`config.mk`:
```
export PLATFORM = sky130hd
export DESIGN_NAME = circular_deque_front_rear_unit_flat
export DESIGN_NICKNAME = d
export VERILOG_FILES = /design/src/sv/crdq_pkg.sv /design/src/sv/crdq_if.sv /design/src/sv/circular_deque_front_rear_unit.sv /design/src/sv/crdq_ctrl.sv /design/src/sv/crdq_dp.sv /design/src/flat_wrapper.sv
export SDC_FILE = /design/constraint.sdc
export NUM_CORES = 1
export LEC_CHECK = 0
export BUFFER_PORTS_ARGS = -buffer_cell sky130_fd_sc_hd__buf_2
export CORE_UTILIZATION = 59
export CTS_CLUSTER_SIZE = 14
export DETAILED_ROUTE_END_ITERATION = 16
export GPL_TIMING_DRIVEN = 1
export PLACE_DENSITY_LB_ADDON = 0.12
export SLEW_MARGIN = 20
export SYNTH_ARGS = -nofsm -noshare
export SYNTH_HDL_FRONTEND = slang
export SYNTH_SLANG_ARGS = --single-unit
```
`constraint.sdc`:
```
create_clock -name clk -period 12.21 [get_ports clk]
set_input_delay 1.221 -clock clk [delete_from_list [all_inputs] [get_ports clk]]
set_output_delay 1.221 -clock clk [all_outputs]
set_load 0.1 [all_outputs]
```
`src/sv/crdq_pkg.sv`:
```
`default_nettype none
package crdq_pkg;

	localparam int unsigned DEPTH = 8;
	localparam int unsigned PTR_W = (DEPTH > 1) ? $clog2(DEPTH) : 1;
	localparam int unsigned DATA_W = 32;

	localparam logic [1:0] OP_PUSH_FRONT = 2'd0;
	localparam logic [1:0] OP_PUSH_REAR  = 2'd1;
	localparam logic [1:0] OP_POP_FRONT  = 2'd2;

	localparam logic [1:0] STAT_DONE      = 2'd0;
	localparam logic [1:0] STAT_OVERFLOW  = 2'd1;
	localparam logic [1:0] STAT_UNDERFLOW = 2'd2;

	typedef logic [PTR_W-1:0] ptr_t;

	typedef enum logic [0:0] {
		CTRL_IDLE,
		CTRL_RESP
	} ctrl_state_t;

	typedef enum logic [2:0] {
		ACT_NOP,
		ACT_PUSH_FIRST,
		ACT_PUSH_FRONT,
		ACT_PUSH_REAR,
		ACT_POP,
		ACT_POP_LAST
	} act_t;

	typedef struct packed {
		logic       load;
		act_t       act;
		logic [1:0] status;
	} dp_cmd_t;

	typedef struct packed {
		logic empty;
		logic full;
		logic last;
	} dp_stat_t;

	function automatic ptr_t slot_next(input ptr_t s);
		return (s == PTR_W'(DEPTH - 1)) ? '0 : s + 1'b1;
	endfunction

	function automatic ptr_t slot_prev(input ptr_t s);
		return (s == '0) ? PTR_W'(DEPTH - 1) : s - 1'b1;
	endfunction

endpackage
`default_nettype wire

```
`src/sv/crdq_if.sv`:
```
`default_nettype none
interface crdq_req_if;
	logic              valid;
	logic              ready;
	logic [1:0]        op;
	logic signed [31:0] value;

	modport source (output valid, op, value, input ready);
	modport sink (input valid, op, value, output ready);
endinterface

interface crdq_rsp_if;
	logic              valid;
	logic              ready;
	logic signed [31:0] popped_value;
	logic [1:0]        status;
	logic              now_empty;
	logic              now_full;

	modport source (output valid, popped_value, status, now_empty, now_full, input ready);
	modport sink (input valid, popped_value, status, now_empty, now_full, output ready);
endinterface
`default_nettype wire

```
`src/sv/circular_deque_front_rear_unit.sv`:
```
// channel | dir | payload                                    | handshake
// req     | in  | op[1:0], value[31:0] signed                | valid/ready
// rsp     | out | popped_value[31:0], status[1:0],           | valid/ready
//         |     | now_empty, now_full                        |
//
// one beat on req gives one beat on rsp in the cycle after, from an output register
// a new req beat is taken in the same cycle as the waiting rsp beat leaves,
// so the unit sustains one operation per cycle while rsp is not stalled; the 8-word ring is in flip-flops
// reset clears pointers and sets the empty flag; ring contents are not cleared
// a stalled rsp holds req off until the rsp beat is taken
`default_nettype none
module circular_deque_front_rear_unit
	import crdq_pkg::*;
(
	input  wire logic clk,
	input  wire logic arst_n,
	crdq_req_if.sink  req,
	crdq_rsp_if.source rsp
);

	dp_cmd_t  cmd;
	dp_stat_t dp_stat;

	crdq_ctrl u_ctrl (
		.clk       (clk),
		.arst_n    (arst_n),
		.req_valid (req.valid),
		.req_op    (req.op),
		.req_ready (req.ready),
		.rsp_valid (rsp.valid),
		.rsp_ready (rsp.ready),
		.dp_stat   (dp_stat),
		.cmd       (cmd)
	);

	crdq_dp u_dp (
		.clk          (clk),
		.arst_n       (arst_n),
		.cmd          (cmd),
		.value        (req.value),
		.dp_stat      (dp_stat),
		.popped_value (rsp.popped_value),
		.status       (rsp.status),
		.now_empty    (rsp.now_empty),
		.now_full     (rsp.now_full)
	);

endmodule
`default_nettype wire

```
`src/sv/crdq_ctrl.sv`:
```
`default_nettype none
module crdq_ctrl
	import crdq_pkg::*;
(
	input  wire logic     clk,
	input  wire logic     arst_n,
	input  wire logic     req_valid,
	input  wire logic [1:0] req_op,
	output logic          req_ready,
	output logic          rsp_valid,
	input  wire logic     rsp_ready,
	input  wire dp_stat_t dp_stat,
	output dp_cmd_t       cmd
);

	ctrl_state_t state_q, state_d;
	logic        take;

	always_ff @(posedge clk or negedge arst_n) begin
		if (!arst_n) begin
			state_q <= CTRL_IDLE;
		end else begin
			state_q <= state_d;
		end
	end

	always_comb begin
		state_d    = state_q;
		req_ready  = 1'b0;
		rsp_valid  = 1'b0;
		cmd.load   = 1'b0;
		cmd.act    = ACT_NOP;
		cmd.status = STAT_DONE;

		unique case (state_q)
			CTRL_IDLE: begin
				req_ready = 1'b1;
			end
			CTRL_RESP: begin
				rsp_valid = 1'b1;
				req_ready = rsp_ready;
				if (rsp_ready) begin
					state_d = CTRL_IDLE;
				end
			end
			default: begin
				state_d = CTRL_IDLE;
			end
		endcase

		take = req_valid && req_ready;
		if (take) begin
			state_d  = CTRL_RESP;
			cmd.load = 1'b1;
			unique case (req_op) inside
				OP_PUSH_FRONT, OP_PUSH_REAR: begin
					if (dp_stat.full) begin
						cmd.status = STAT_OVERFLOW;
					end else if (dp_stat.empty) begin
						cmd.act = ACT_PUSH_FIRST;
					end else if (req_op == OP_PUSH_FRONT) begin
						cmd.act = ACT_PUSH_FRONT;
					end else begin
						cmd.act = ACT_PUSH_REAR;
					end
				end
				OP_POP_FRONT: begin
					if (dp_stat.empty) begin
						cmd.status = STAT_UNDERFLOW;
					end else if (dp_stat.last) begin
						cmd.act = ACT_POP_LAST;
					end else begin
						cmd.act = ACT_POP;
					end
				end
				default: begin
					cmd.act = ACT_NOP;
				end
			endcase
		end
	end

endmodule
`default_nettype wire

```
`src/sv/crdq_dp.sv`:
```
`default_nettype none
module crdq_dp
	import crdq_pkg::*;
(
	input  wire logic                clk,
	input  wire logic                arst_n,
	input  wire dp_cmd_t             cmd,
	input  wire logic signed [31:0]  value,
	output dp_stat_t                 dp_stat,
	output logic signed [31:0]       popped_value,
	output logic [1:0]               status,
	output logic                     now_empty,
	output logic                     now_full
);

	logic [DATA_W-1:0] ring_q [DEPTH];
	ptr_t              front_q, rear_q, front_d, rear_d, wr_slot;
	logic              empty_q, empty_d, wr_en;
	logic [DATA_W-1:0] pop_d;
	logic signed [31:0] popped_q;
	logic [1:0]        status_q;
	logic              now_empty_q, now_full_q;

	assign dp_stat.empty = empty_q;
	assign dp_stat.full  = !empty_q && (slot_next(rear_q) == front_q);
	assign dp_stat.last  = (front_q == rear_q);

	always_comb begin
		front_d = front_q;
		rear_d  = rear_q;
		empty_d = empty_q;
		wr_en   = 1'b0;
		wr_slot = front_q;
		pop_d   = '0;
		unique case (cmd.act)
			ACT_PUSH_FIRST: begin
				front_d = '0;
				rear_d  = '0;
				empty_d = 1'b0;
				wr_en   = 1'b1;
				wr_slot = '0;
			end
			ACT_PUSH_FRONT: begin
				front_d = slot_prev(front_q);
				wr_en   = 1'b1;
				wr_slot = front_d;
			end
			ACT_PUSH_REAR: begin
				rear_d  = slot_next(rear_q);
				wr_en   = 1'b1;
				wr_slot = rear_d;
			end
			ACT_POP: begin
				pop_d   = ring_q[front_q];
				front_d = slot_next(front_q);
			end
			ACT_POP_LAST: begin
				pop_d   = ring_q[front_q];
				front_d = '0;
				rear_d  = '0;
				empty_d = 1'b1;
			end
			default: begin
				pop_d = '0;
			end
		endcase
	end

	always_ff @(posedge clk or negedge arst_n) begin
		if (!arst_n) begin
			front_q <= '0;
			rear_q  <= '0;
			empty_q <= 1'b1;
		end else if (cmd.load) begin
			front_q <= front_d;
			rear_q  <= rear_d;
			empty_q <= empty_d;
		end
	end

	always_ff @(posedge clk) begin
		if (cmd.load && wr_en) begin
			ring_q[wr_slot] <= value;
		end
	end

	// response register
	always_ff @(posedge clk) begin
		if (cmd.load) begin
			popped_q    <= pop_d;
			status_q    <= cmd.status;
			now_empty_q <= empty_d;
			now_full_q  <= !empty_d && (slot_next(rear_d) == front_d);
		end
	end

	assign popped_value = popped_q;
	assign status       = status_q;
	assign now_empty    = now_empty_q;
	assign now_full     = now_full_q;

endmodule
`default_nettype wire

```
`src/flat_wrapper.sv`:
```
// flat-port wrapper written by rule: the top's interface ports become plain ports
module circular_deque_front_rear_unit_flat import crdq_pkg::*;
  (clk, arst_n, req_valid, req_op, req_value, req_ready, rsp_valid, rsp_popped_value, rsp_status, rsp_now_empty, rsp_now_full, rsp_ready);
  crdq_req_if req_i ();
  crdq_rsp_if rsp_i ();
  input  wire logic clk;
  input  wire logic arst_n;
  input wire logic [$bits(req_i.valid)-1:0] req_valid;
  input wire logic [$bits(req_i.op)-1:0] req_op;
  input wire logic [$bits(req_i.value)-1:0] req_value;
  output wire logic [$bits(req_i.ready)-1:0] req_ready;
  output wire logic [$bits(rsp_i.valid)-1:0] rsp_valid;
  output wire logic [$bits(rsp_i.popped_value)-1:0] rsp_popped_value;
  output wire logic [$bits(rsp_i.status)-1:0] rsp_status;
  output wire logic [$bits(rsp_i.now_empty)-1:0] rsp_now_empty;
  output wire logic [$bits(rsp_i.now_full)-1:0] rsp_now_full;
  input wire logic [$bits(rsp_i.ready)-1:0] rsp_ready;
  assign req_i.valid = req_valid;
  assign req_i.op = req_op;
  assign req_i.value = req_value;
  assign req_ready = req_i.ready;
  assign rsp_valid = rsp_i.valid;
  assign rsp_popped_value = rsp_i.popped_value;
  assign rsp_status = rsp_i.status;
  assign rsp_now_empty = rsp_i.now_empty;
  assign rsp_now_full = rsp_i.now_full;
  assign rsp_i.ready = rsp_ready;
  circular_deque_front_rear_unit u_core (.clk(clk), .arst_n(arst_n), .req(req_i), .rsp(rsp_i));
endmodule
```
==> run summary, run 1 <==
The run finished with clean final reports. For this run, the post-layout net count is 689. The tightest min-delay check is of the in -> async type. The synthesized design spends more area on one cell type than any other, namely sky130_fd_sc_hd__edfxtp_1. TritonCTS built the clock tree. For this run, the top clock speed supported by timing is 0.237 GHz. After clock tree synthesis, the clock-pin slew on the worst setup and hold paths is 0.06 ns. Critical path start-end classification: reg -> reg. In this run the horizontal extent of the chip is 142 um. After detailed routing, the total wire length is 19.8 mm. For the number of global-route vias before repair, the log shows 5630. Summed over its instances, the top area cell type makes up 75.4% of the synthesized netlist area. The synthesized design contains 292 enable-type register cells. For this run, design rule violations remaining after detail routing come to 0. The first global-routing pass estimated 31.2 mm of wire.

The count of unique library cells instantiated by Yosys is 45. The area growth from synthesis to layout is 14.6%. The tools report the Yosys warning count as 0. The routed layout has 5434 vias.

Final period demand of the worst path: 4.23 ns. The dominant synthesized flop cell was sky130_fd_sc_hd__edfxtp_1. In this run, the number of DRC markers left after iteration 0 of detailed routing was 294. In this run the power density over the cells is 214 mW/mm^2. Setup repair after global routing left no endpoint under its margin. The run gives 0.54 ns as the clock latency at the later pin of the worst-skew pair. Of the available clock period, the critical path in the final layout requires 34.6%.

The detailed-route wire length per cell works out to 21.4 um. Cells fill 70.1% of the core in the end. For the top-level I/O count, the log shows 76.

Entering global routing, the biggest net connects 71 pins. Dividing the detail-routed via count by the number of cells gives 5.87. Deepest level of the CTS H-tree: 1.

The max-capacitance violation count came out at 0. By area the synthesized netlist is led by sky130_fd_sc_hd__edfxtp_1 75%, sky130_fd_sc_hd__mux4_2 12%, sky130_fd_sc_hd__mux2i_1 2.8%, sky130_fd_sc_hd__dfrtp_1 1.5%, sky130_fd_sc_hd__nor2_1 1.5%. Buffers inserted to repair hold after CTS numbered 0. Synthesis produced a netlist whose cell count is 554.

The clock sink total was 300. Summed over all layers, the global routing overflow is 0. The leakage power figure came out at 4.48 nW. Root cell of the clock tree: sky130_fd_sc_hd__clkbuf_16. In the layout the commonest cells are 292 x sky130_fd_sc_hd__edfxtp_1, 75 x sky130_fd_sc_hd__buf_2, 64 x sky130_fd_sc_hd__mux4_2, 37 x sky130_fd_sc_hd__nor2_1, 33 x sky130_fd_sc_hd__mux2i_1. For this run, the number of standard cells in the final layout without fillers is 926.

The tools report the category of the worst setup path launch point as a flop. The tools report the detailed-router iteration count before antenna repair as 4. The logs give 1 for the number of antenna violations at the first check in global routing and 867 for the count of placed standard cells including taps. After routing, the total negative slack on setup checks comes to 0 ns. For the max-slew violation total from the final report, the log shows 0. Sequential cells were found to cover 77.1% of the synthesized design area. In this run the worst path has a maximum fanout of 70.

Setup violations remaining at the end of the flow were counted as 0. Headroom to the max-slew limit came out at 28.8%. For the starting density of the core, the log shows 61.2%. After legalization and detailed placement, the total HPWL measured 10.8 mm. The number of failing hold endpoints at the final stage is 0, and the chip height is 142 um. The average instance in the mapped netlist occupies 21.0 um^2. For the clock tree buffer depth, the log shows 3.

VDD sags by at most 0.143 mV. The region available for standard cell placement spans 0.0190 mm^2. The run gives 0.805 as the final weighted congestion of routability-driven global placement. Endpoint required time on the critical path: 12.36 ns. In the synthesized netlist the async set-or-reset flop fraction comes to 2.67%.

Gates resized during post-CTS repair numbered 0. The floorplan step defined a die boundary enclosing 0.0203 mm^2. The fraction of final layout cells sized beyond drive strength 1 is 30.8%, and the number of post-CTS setup repair buffers is 0.

The summed instance area of the synthesized netlist came out at 0.0116 mm^2. Critical path endpoint category: a flop. Buffers inserted during clock tree synthesis total 29.

The measured slew at the worst slew-check pin is 1.06 ns. The arrival time at the worst endpoint is 4.38 ns, and the placement row count is 50. When the netlist entered floorplanning its net count stood at 600. In this run the remaining antenna-violating nets after routing total 0.

In the final layout, the multi-input gates occupy 0.00259 mm^2. Count of buffers from port buffering: 75. In this run, synthesis produced a sequential element count of 300.

The storage element area is 0.00898 mm^2. The run gives 1205 as the number of fillers in the final layout. The logs give 20.7% for the total routing usage reported by global routing and 0.00917 ns for the worst clock skew.

The library cell used most frequently in the layout, excluding fill and tap cells, is sky130_fd_sc_hd__edfxtp_1.
-- metal layers --
metal / vias up / share of wire [%] / track usage, %
met5: - / 0 / 0
met4: 0 / 1.3 / 4.87
met1: 2814 / 42 / 27.3
li1: 2458 / - / -
met2: 133 / 51 / 36.0
met3: 29 / 5.1 / 4.00
-- path summary, 6_finish.rpt --
| kind | from | endpoint | slack [ns] | cells after the start |
|---|---|---|---|---|
| max | u_core.u_dp.front_q[1]$_DFFE_PN0P_ | u_core.u_dp.ring_q[5][31]$_DFFE_PP_ | 7.98 | 8 |
| min | arst_n | u_core.u_dp.front_q[1]$_DFFE_PN0P_ | 0.52 | 1 |
| max reg2reg | u_core.u_dp.front_q[1]$_DFFE_PN0P_ | u_core.u_dp.ring_q[5][31]$_DFFE_PP_ | 7.98 | 8 |
| min reg2reg | u_core.u_dp.empty_q$_DFFE_PN1P_ | u_core.u_dp.empty_q$_DFFE_PN1P_ | 0.55 | 1 |
| max in group asynchronous | arst_n | u_core.u_dp.empty_q$_DFFE_PN1P_ | 11.45 | 1 |
| min in group clk | u_core.u_dp.empty_q$_DFFE_PN1P_ | u_core.u_dp.empty_q$_DFFE_PN1P_ | 0.55 | 1 |
-- metrics by stage --
step | instance area [um^2] | hold slack [ns] | total power, mW | setup slack [ns]
global placement | 12300 | 0.531 | 2.04 | 7.56
global route | 13300 | 0.517 | 2.98 | 7.65
detailed placement | 12300 | 0.536 | 2.06 | 7.38
floorplan | 11600 | 0.511 | 1.88 | 6.94
CTS | 13200 | 0.510 | 2.88 | 7.76
finish | 13300 | 0.523 | 2.85 | 7.98
-- flip-flops by register name, indices dropped and copies added, names as in the netlist --
| signal | count |
|---|---|
| u_core.u_dp.popped_value | 32 |
| u_core.u_dp.now_full | 1 |
| u_core.u_dp.status | 2 |
| u_core.u_dp.front_q | 3 |
| u_core.u_ctrl.state_q | 1 |
| u_core.u_dp.now_empty | 1 |
| u_core.u_dp.empty_q | 1 |
| u_core.u_dp.rear_q | 3 |
| u_core.u_dp.ring_q | 256 |
-- kinds of logic (layout without fill, tap and decap cells) --
kind of cell / count (synthesis) / after routing / share of synthesized area [%]
compound gates: 28 / 28 / 1.80
xor+xnor: 7 / 7 / 0.592
fa+ha+maj: 8 / 8 / 0.860
buf+inv: 33 / 144 / 1.16
flops: 300 / 300 / 77.1
mux: 99 / 99 / 15.4
other cells: 0 / 1 / 0
simple gates: 79 / 79 / 3.07
-- critical path: stages, from the launching register on --
cell	delay, ns
sky130_fd_sc_hd__dfrtp_2	0.34
sky130_fd_sc_hd__buf_4	0.78
sky130_fd_sc_hd__xor2_1	0.26
sky130_fd_sc_hd__o311ai_1	0.40
sky130_fd_sc_hd__a31o_2	0.39
sky130_fd_sc_hd__mux2i_1	0.28
sky130_fd_sc_hd__a22o_1	0.31
sky130_fd_sc_hd__nand2_1	0.19
sky130_fd_sc_hd__nor2_4	0.84
-- cell usage after synthesis, drive strengths merged, types with 2 or more instances --
cell type / count
a21o: 2
a21oi: 2
a22o: 4
a2bb2oi: 2
and2: 2
and3: 2
buf: 14
clkbuf: 11
dfrtp: 7
edfxtp: 292
ha: 8
inv: 8
mux2: 2
mux2i: 33
mux4: 64
nand2: 11
nand2b: 4
nand3: 4
nor2: 45
nor3: 3
o21ai: 6
o32ai: 3
or2: 3
xnor2: 3
xor2: 4
-- layout make-up --
class                   instances  share of cell area, %
clock inverters                20                  0.976
well taps                     260                   2.44
repair buffers                 83                   3.96
diodes                          1                 0.0188
inverters                       8                  0.225
flip-flops and latches        300                   67.4
multi-input cells             221                   19.5
clock buffers                  33                   5.56
-- report_power, final --
| part | switching [mW] | total (mW) | internal, mW |
|---|---|---|---|
| clock network | 0.359 | 0.815 | 0.456 |
| logic | 0.423 | 0.754 | 0.331 |
| registers | 0.0508 | 1.28 | 1.23 |
Note: power is estimated with default switching activity, not from simulation.
==> inputs of run 2 (changes only) <==
==> constraint.sdc (replaced) <==
create_clock -name clk -period 4 [get_ports clk]
set_input_delay 0.4 -clock clk [delete_from_list [all_inputs] [get_ports clk]]
set_output_delay 0.4 -clock clk [all_outputs]
set_load 0.1 [all_outputs]
==> run 2 against run 1 <==
Non-clock buffer count rose by 10. Sequential cell count did not move. Clock power rose to 3.2 times the previous value. Cell count rose by 0.97%. Clock-buffer cell count rose by 5. Utilization rose by 0.41 points. Register-to-register slack got worse by 7.6 ns. Via count rose by 2.3%. First-iteration DRC count rose by 28%. Combinational power rose to 3.0 times the previous value. Sequential power rose to 3.1 times the previous value. Die area did not move. Critical path type unchanged.
==> run summary, run 2 (synthesized netlist as in run 1, its figures left out) <==
For this design the ratio of total power to cell area is 659 mW/mm^2. Along the worst path, the maximum fanout reaches 23. The final layout contains 700 nets. Counting the fill cells in the layout gives 1202. For the post-detailed-route DRC marker count, the log shows 0. In this run the vertical extent of the chip is 142 um.

The worst setup path is of the reg -> reg kind. The starting density of the core was 61.2%; the combined area of the multi-input logic cells was 0.00259 mm^2. For this run, the total global-route usage over all layers was measured as 22.2%.

In this run, the number of DRC markers left after iteration 0 of detailed routing was 376. Static timing analysis puts the maximum clock frequency at 0.273 GHz. The switching share of power works out to 29.1%. Summing all placed instances gives a cell area of 0.0125 mm^2. In this run, placement finished with an instance count of 881. Largest register by flop count: u_core.u_dp.ring_q. Clock transition time at the flip-flop clock pins of the worst setup and hold paths: 0.06 ns. Cells with a size suffix above 1 make up 31.6% of the layout. The detailed placement HPWL is 11.8 mm.

The measured slew at the worst slew-check pin is 0.921 ns, and the final weighted congestion of routability-driven global placement is 0.847. The count of nets left with antenna violations once routing finished came out at 0. The flow ran to the end, and the final reports show no timing, DRC or antenna violations. Commonest non-fill, non-tap cell in the layout: sky130_fd_sc_hd__edfxtp_1. The slowest stage of the critical path is the sky130_fd_sc_hd__dfrtp_1 cell. The clock passes through at most 3 buffers. The ratio of routed vias to standard cells was 5.95; the flip-flop count of the largest register after layout was 256.

The tools report the category of the worst setup path launch point as a flop. The first global-routing pass estimated 33.0 mm of wire. The tool flagged a number of max-cap violations equal to 0. Clock tree synthesis inserted a total of 30 buffers. For flop-to-flop paths, the worst setup slack is 0.34 ns. The worst setup slack after placement is 0.372 ns, and the share of total power in sequential cells is 44.6%. Area growth from synthesis to layout: 15.2%. The final layout contains routed wiring with a total length of 21.2 mm. The path class of the tightest hold or removal check is in -> reg.

The number of failing setup endpoints in the final timing report was 0; the worst clock skew was 0.0254 ns. The tools report the total global routing overflow as 0. In this design, the critical path's most frequently occurring cell is sky130_fd_sc_hd__ha_1. The deepest level of the CTS H-tree is 1. IR analysis of the VDD net gives a maximum drop of 0.458 mV.

Measured on the finished design, the core utilization comes to 70.5%. In this run the power spent charging and discharging nets is 2.57 mW. Family of cells with the greatest summed delay on the critical path: compound AO/OA/AOI/OAI gates. Measured against its own limit, the worst slew margin works out to 38.6%. At the later pin of the worst-skew pair, clock insertion delay measures 0.56 ns. The first detailed-routing pass took 5 iterations. Final period utilization: 91.5%.

The run gives 0 as the max-slew violation total from the final report. Setup repair after global routing left no endpoint under its margin. Walking the worst path, the cells encountered are ha_1 > ha_1 > xor2_1 > o311ai_1 > a31o_2 > mux2i_1 > a22o_1 > nand2_1 > nor2_4 > buf_4.

Entering global routing, the biggest net connects 55 pins. For the fraction of power consumed by the clock network, the log shows 29.5%. For the number of failing hold endpoints at the final stage, the log shows 0. The final route contains 5561 vias.

The root cell of the clock tree was sky130_fd_sc_hd__clkbuf_16. The largest single stage delay on the critical path is 0.47 ns. The run gives 25.9% as the share of total power in combinational logic.

The tools report the arrival time at the worst endpoint as 3.85 ns. The number of antenna violations at the first check in global routing was 1; the final instance count without filler cells was 935. The final period demand of the worst path was 3.66 ns; the core area was 0.0190 mm^2.

The floorplan die area came out at 0.0203 mm^2. The die is 142 um wide. The storage element area is 0.00898 mm^2.

The run gives 4.52 nW as the leakage power figure. The count of buffers from port buffering is 75, and the final-layout setup total negative slack is 0 ns. Clock tree synthesis found a total of 300 sinks.

Setup slack on the critical path of the routed design comes to 0.339 ns. Cell internal power was estimated by the tool at 6.27 mW. The sum of buffers and inverters on the critical path was 1; the detailed-route wire length per cell was 22.6 um. The finished cells cover 0.0134 mm^2.

The design draws 8.84 mW. TritonCTS built the clock tree. For the final-layout worst hold slack, the log shows 0.119 ns.

At the worst endpoint, the required time is 4.19 ns. The number of global-route vias before repair is 5841, and the number of gates given a new drive strength after cts is 0. The placement row count is 50. STA classifies the critical path endpoint as a flop. In the layout the commonest cells are 292 x sky130_fd_sc_hd__edfxtp_1, 75 x sky130_fd_sc_hd__buf_2, 64 x sky130_fd_sc_hd__mux4_2, 37 x sky130_fd_sc_hd__nor2_1, 33 x sky130_fd_sc_hd__mux2i_1. The number of antenna diodes in the final layout is 0.

Top-level I/O count: 76.
## run 2: cell types whose count changed in the layout (fill, tap and decap cells not counted), sizes merged, moves of 2 or more
cell / before / now
buf: 83 / 92
clkinv: 17 / 10
clkbuf: 33 / 38
clkinvlp: 0 / 2
## run 2: layout make-up
cell class | count | area share [%]
Clock buffer | 38 | 5.82
Clock inverter | 15 | 1.02
Inverter | 8 | 0.224
Multi-Input combinational cell | 221 | 19.3
Sequential cell | 300 | 67.0
Tap cell | 260 | 2.43
Timing Repair Buffer | 93 | 4.20
## run 2: power by group through the flow
stage	sequential [mW]	clock (mW)	combinational (mW)
6_report	3.95	2.60	2.29
5_1_grt	3.98	2.76	2.47
4_1_cts	3.95	2.65	2.33
3_5_place_dp	4.01	0	2.31
3_3_place_gp	3.99	0	2.27
2_1_floorplan	4.10	0	1.66
## run 2: metal layers
layer  GRT usage [%]  routed length [um]  up-vias
met5               0                  10        -
li1                -                   -     2467
met3            3.50                1120       44
met4            6.85                 444        2
met2            36.9               10600      155
met1            30.6                9040     2893
## run 2: worst paths after layout
kind,startpoint,end,cells after the start
worst max-delay path,u_core.u_dp.rear_q[0]$_DFFE_PN0P_,u_core.u_dp.ring_q[5][8]$_DFFE_PP_,10
worst min-delay path,req_value[1],u_core.u_dp.ring_q[0][1]$_DFFE_PP_,1
worst max register to register,u_core.u_dp.rear_q[0]$_DFFE_PN0P_,u_core.u_dp.ring_q[5][8]$_DFFE_PP_,10
worst min register to register,u_core.u_dp.empty_q$_DFFE_PN1P_,u_core.u_dp.empty_q$_DFFE_PN1P_,1
max in group asynchronous,arst_n,u_core.u_dp.empty_q$_DFFE_PN1P_,2
min in group asynchronous,arst_n,u_core.u_dp.rear_q[0]$_DFFE_PN0P_,2
## run 2: repair_timing
item	in CTS	in global routing
endpoints found under the hold margin	8	0
setup buffers	0	0
hold buffers	1	0
endpoints found under the setup margin	0	0
==> inputs of run 3 (changes only) <==
--- a/config.mk
+++ b/config.mk
@@ -6,6 +6,7 @@
 export NUM_CORES = 1
 export LEC_CHECK = 0
 export BUFFER_PORTS_ARGS = -buffer_cell sky130_fd_sc_hd__buf_2
+export CORE_MARGIN = 3
 export CORE_UTILIZATION = 59
 export CTS_CLUSTER_SIZE = 14
 export DETAILED_ROUTE_END_ITERATION = 16
==> run 3 against run 2 <==
Clock skew fell by 0.014 ns. Highest routed layer is now met4. First-iteration DRC count fell by 1.3%. Sequential power barely moved. Sequential cell count did not move. Largest power group unchanged. Via count fell by 0.74%. Utilization fell by 0.41 points. Largest cell class unchanged. Hold slack improved by 0.012 ns. Fmax fell by 2.0%. Clock-buffer cell count fell by 3. Combinational power rose by 2%. Critical path depth did not move. Critical endpoint is now u_core.u_dp.ring_q[1][30]$_DFFE_PP_.
==> run summary, run 3 (synthesized netlist as in run 1, its figures left out) <==
The flow ran to the end, and the final reports show no timing, DRC or antenna violations. Relative to the synthesized area, the layout overhead comes to 14.6%. Summing all placed instances gives a cell area of 0.0125 mm^2. Setup repair after global routing left no endpoint under its margin. Power spread over the standard cell area amounts to 648 mW/mm^2. The count of hold buffers inserted by post-cts repair was 1; the detailed-router iteration count before antenna repair was 5.

Measured slew at the worst slew-check pin: 0.872 ns. The clock latency at the later pin of the worst-skew pair is 0.54 ns, and the worst clock skew is 0.0114 ns. The total global routing overflow is 0. Of the available clock period, the critical path in the final layout requires 93.4%. In the final routed layout, each cell accounts on average for 23.1 um.

The final-layout worst hold slack was 0.130 ns. In this run the remaining antenna-violating nets after routing total 0. Adding up every negative setup slack in the final design gives 0 ns. The congestion estimate from routability-driven global placement came to 0.871.

The number of global-route vias before repair is 5871, and the chip width is 146 um. The routed design has 21.5 mm of wire. The number of gates given a new drive strength after cts is 0, and the deepest level of the CTS H-tree is 1. After the first detailed-routing iteration, the DRC count stood at 371.

In this run the register-to-register setup slack is 0.26 ns. The floorplan step defined a die boundary enclosing 0.0214 mm^2. Setup slack closes at 0.265 ns. The root buffer cell chosen for the clock tree is sky130_fd_sc_hd__clkbuf_16. The floorplan step set the die height to 146 um. The number of buffers created by CTS was 29; the arrival time at the worst endpoint was 3.95 ns. The number of antenna violations at the first check in global routing is 0, and the clock sink total is 300.

u_core.u_dp.ring_q holds more flip-flops than any other register. TritonCTS built the clock tree. For this run, design rule violations remaining after detail routing come to 0.

Number of failing setup endpoints in the final timing report: 0. The register with the most flip-flops in the layout has 256 of them. The final design instance area without fill was 0.0133 mm^2; the max-slew violation total from the final report was 0.

Buffers placed on the I/O ports in this run total 75. For the maximum operating frequency, the log shows 0.268 GHz. The floorplan step defined a core boundary enclosing 0.0190 mm^2.

Pin placement for this block handled 76 I/O pins. The number of antenna diodes in the final layout is 0. Summing over every cut layer, the via total after detailed routing is 5520. The run gives 33.8 mm as the wire length of the first global-routing pass.

STA classifies the critical path endpoint as a flop. Global routing used 20.4% of the available tracks across all layers. The fraction of final layout cells sized beyond drive strength 1 is 31.4%. The final period demand of the worst path works out to 3.74 ns. The worst setup slack after placement came out at 0.356 ns. The tools report the clock tree buffer depth as 3. The critical path start-end classification was reg -> reg. Detailed placement ended at an HPWL of 12.3 mm.

The run gives 0 as the number of post-CTS setup repair buffers. Leaving out fill and tap cells, the most frequent cell in the layout is sky130_fd_sc_hd__edfxtp_1. Max-cap violations in this run came to 0. For the worst relative slew slack, the log shows 41.9%. Total power for the finished layout comes to 8.63 mW. After clock tree synthesis, the clock-pin slew on the worst setup and hold paths is 0.07 ns.

The category of the worst setup path launch point is a flop. The type of the worst min-delay path was in -> reg. The leakage power figure was 4.49 nW. Of all nets on the critical path, the largest fanout is 32.

After floorplanning, the core was divided into 50 placement rows. The logs give 698 for the final net count and 59 for the maximum number of pins on one net before global-route repair. At the worst endpoint, the required time is 4.22 ns. The ratio of routed vias to standard cells is 5.92. In the layout the commonest cells are 292 x sky130_fd_sc_hd__edfxtp_1, 75 x sky130_fd_sc_hd__buf_2, 64 x sky130_fd_sc_hd__mux4_2, 37 x sky130_fd_sc_hd__nor2_1, 33 x sky130_fd_sc_hd__mux2i_1. Once the floorplan was initialized, standard cells occupied 61.2% of the core. The maximum vdd ir drop is 0.461 mV.

The number of failing hold endpoints at the final stage is 0.
[run 3: metrics by stage]
step           std cells  util (%)
2_1_floorplan        554         -
3_3_place_gp         880      65.6
3_5_place_dp         880      65.6
4_1_cts              932      70.1
5_1_grt              932      70.1
6_report             932      70.1
[run 3: power by group]
group | internal [mW] | switching [mW] | total (mW)
clock network | 1.32 | 1.06 | 2.39
logic | 1.01 | 1.32 | 2.33
registers | 3.76 | 0.159 | 3.92
total | 6.10 | 2.54 | 8.63
[run 3: layout make-up]
class | count | area, um^2
Clock inverter | 16 | 82.6
Fill cell | 1189 | 5690
Inverter | 8 | 30.0
Timing Repair Buffer | 92 | 572
Clock buffer | 35 | 748
Tap cell | 260 | 325
Sequential cell | 300 | 8980
Multi-Input combinational cell | 221 | 2590
[run 3: final timing paths]
kind | cells past startpoint | end | startpoint
worst max-delay path | 10 | u_core.u_dp.ring_q[1][30]$_DFFE_PP_ | u_core.u_dp.rear_q[0]$_DFFE_PN0P_
worst min-delay path | 1 | u_core.u_dp.ring_q[7][23]$_DFFE_PP_ | req_value[23]
worst max register to register | 10 | u_core.u_dp.ring_q[1][30]$_DFFE_PP_ | u_core.u_dp.rear_q[0]$_DFFE_PN0P_
worst min register to register | 1 | u_core.u_dp.empty_q$_DFFE_PN1P_ | u_core.u_dp.empty_q$_DFFE_PN1P_
max in group asynchronous | 2 | u_core.u_dp.empty_q$_DFFE_PN1P_ | arst_n
min in group asynchronous | 2 | u_core.u_dp.front_q[0]$_DFFE_PN0P_ | arst_n
[run 3: layer usage]
| metal | global-route usage [%] | up-vias | routed length, um |
|---|---|---|---|
| met2 | 34.6 | 169 | 11000 |
| met3 | 3.54 | 28 | 1270 |
| met5 | 0 | - | 0 |
| li1 | - | 2464 | - |
| met4 | 4.89 | 0 | 350 |
| met1 | 28.4 | 2859 | 8880 |
[run 3: worst max-delay path, cell delays in order, from the launching register on]
cell and delay (ns):
sky130_fd_sc_hd__dfrtp_1 0.47, sky130_fd_sc_hd__ha_1 0.26, sky130_fd_sc_hd__ha_1 0.34, sky130_fd_sc_hd__xor2_1 0.28, sky130_fd_sc_hd__o311ai_1 0.20, sky130_fd_sc_hd__a31oi_1 0.46
sky130_fd_sc_hd__o21ai_1 0.21, sky130_fd_sc_hd__a22oi_1 0.51, sky130_fd_sc_hd__nand2_1 0.26, sky130_fd_sc_hd__nor2_4 0.18, sky130_fd_sc_hd__buf_12 0.24
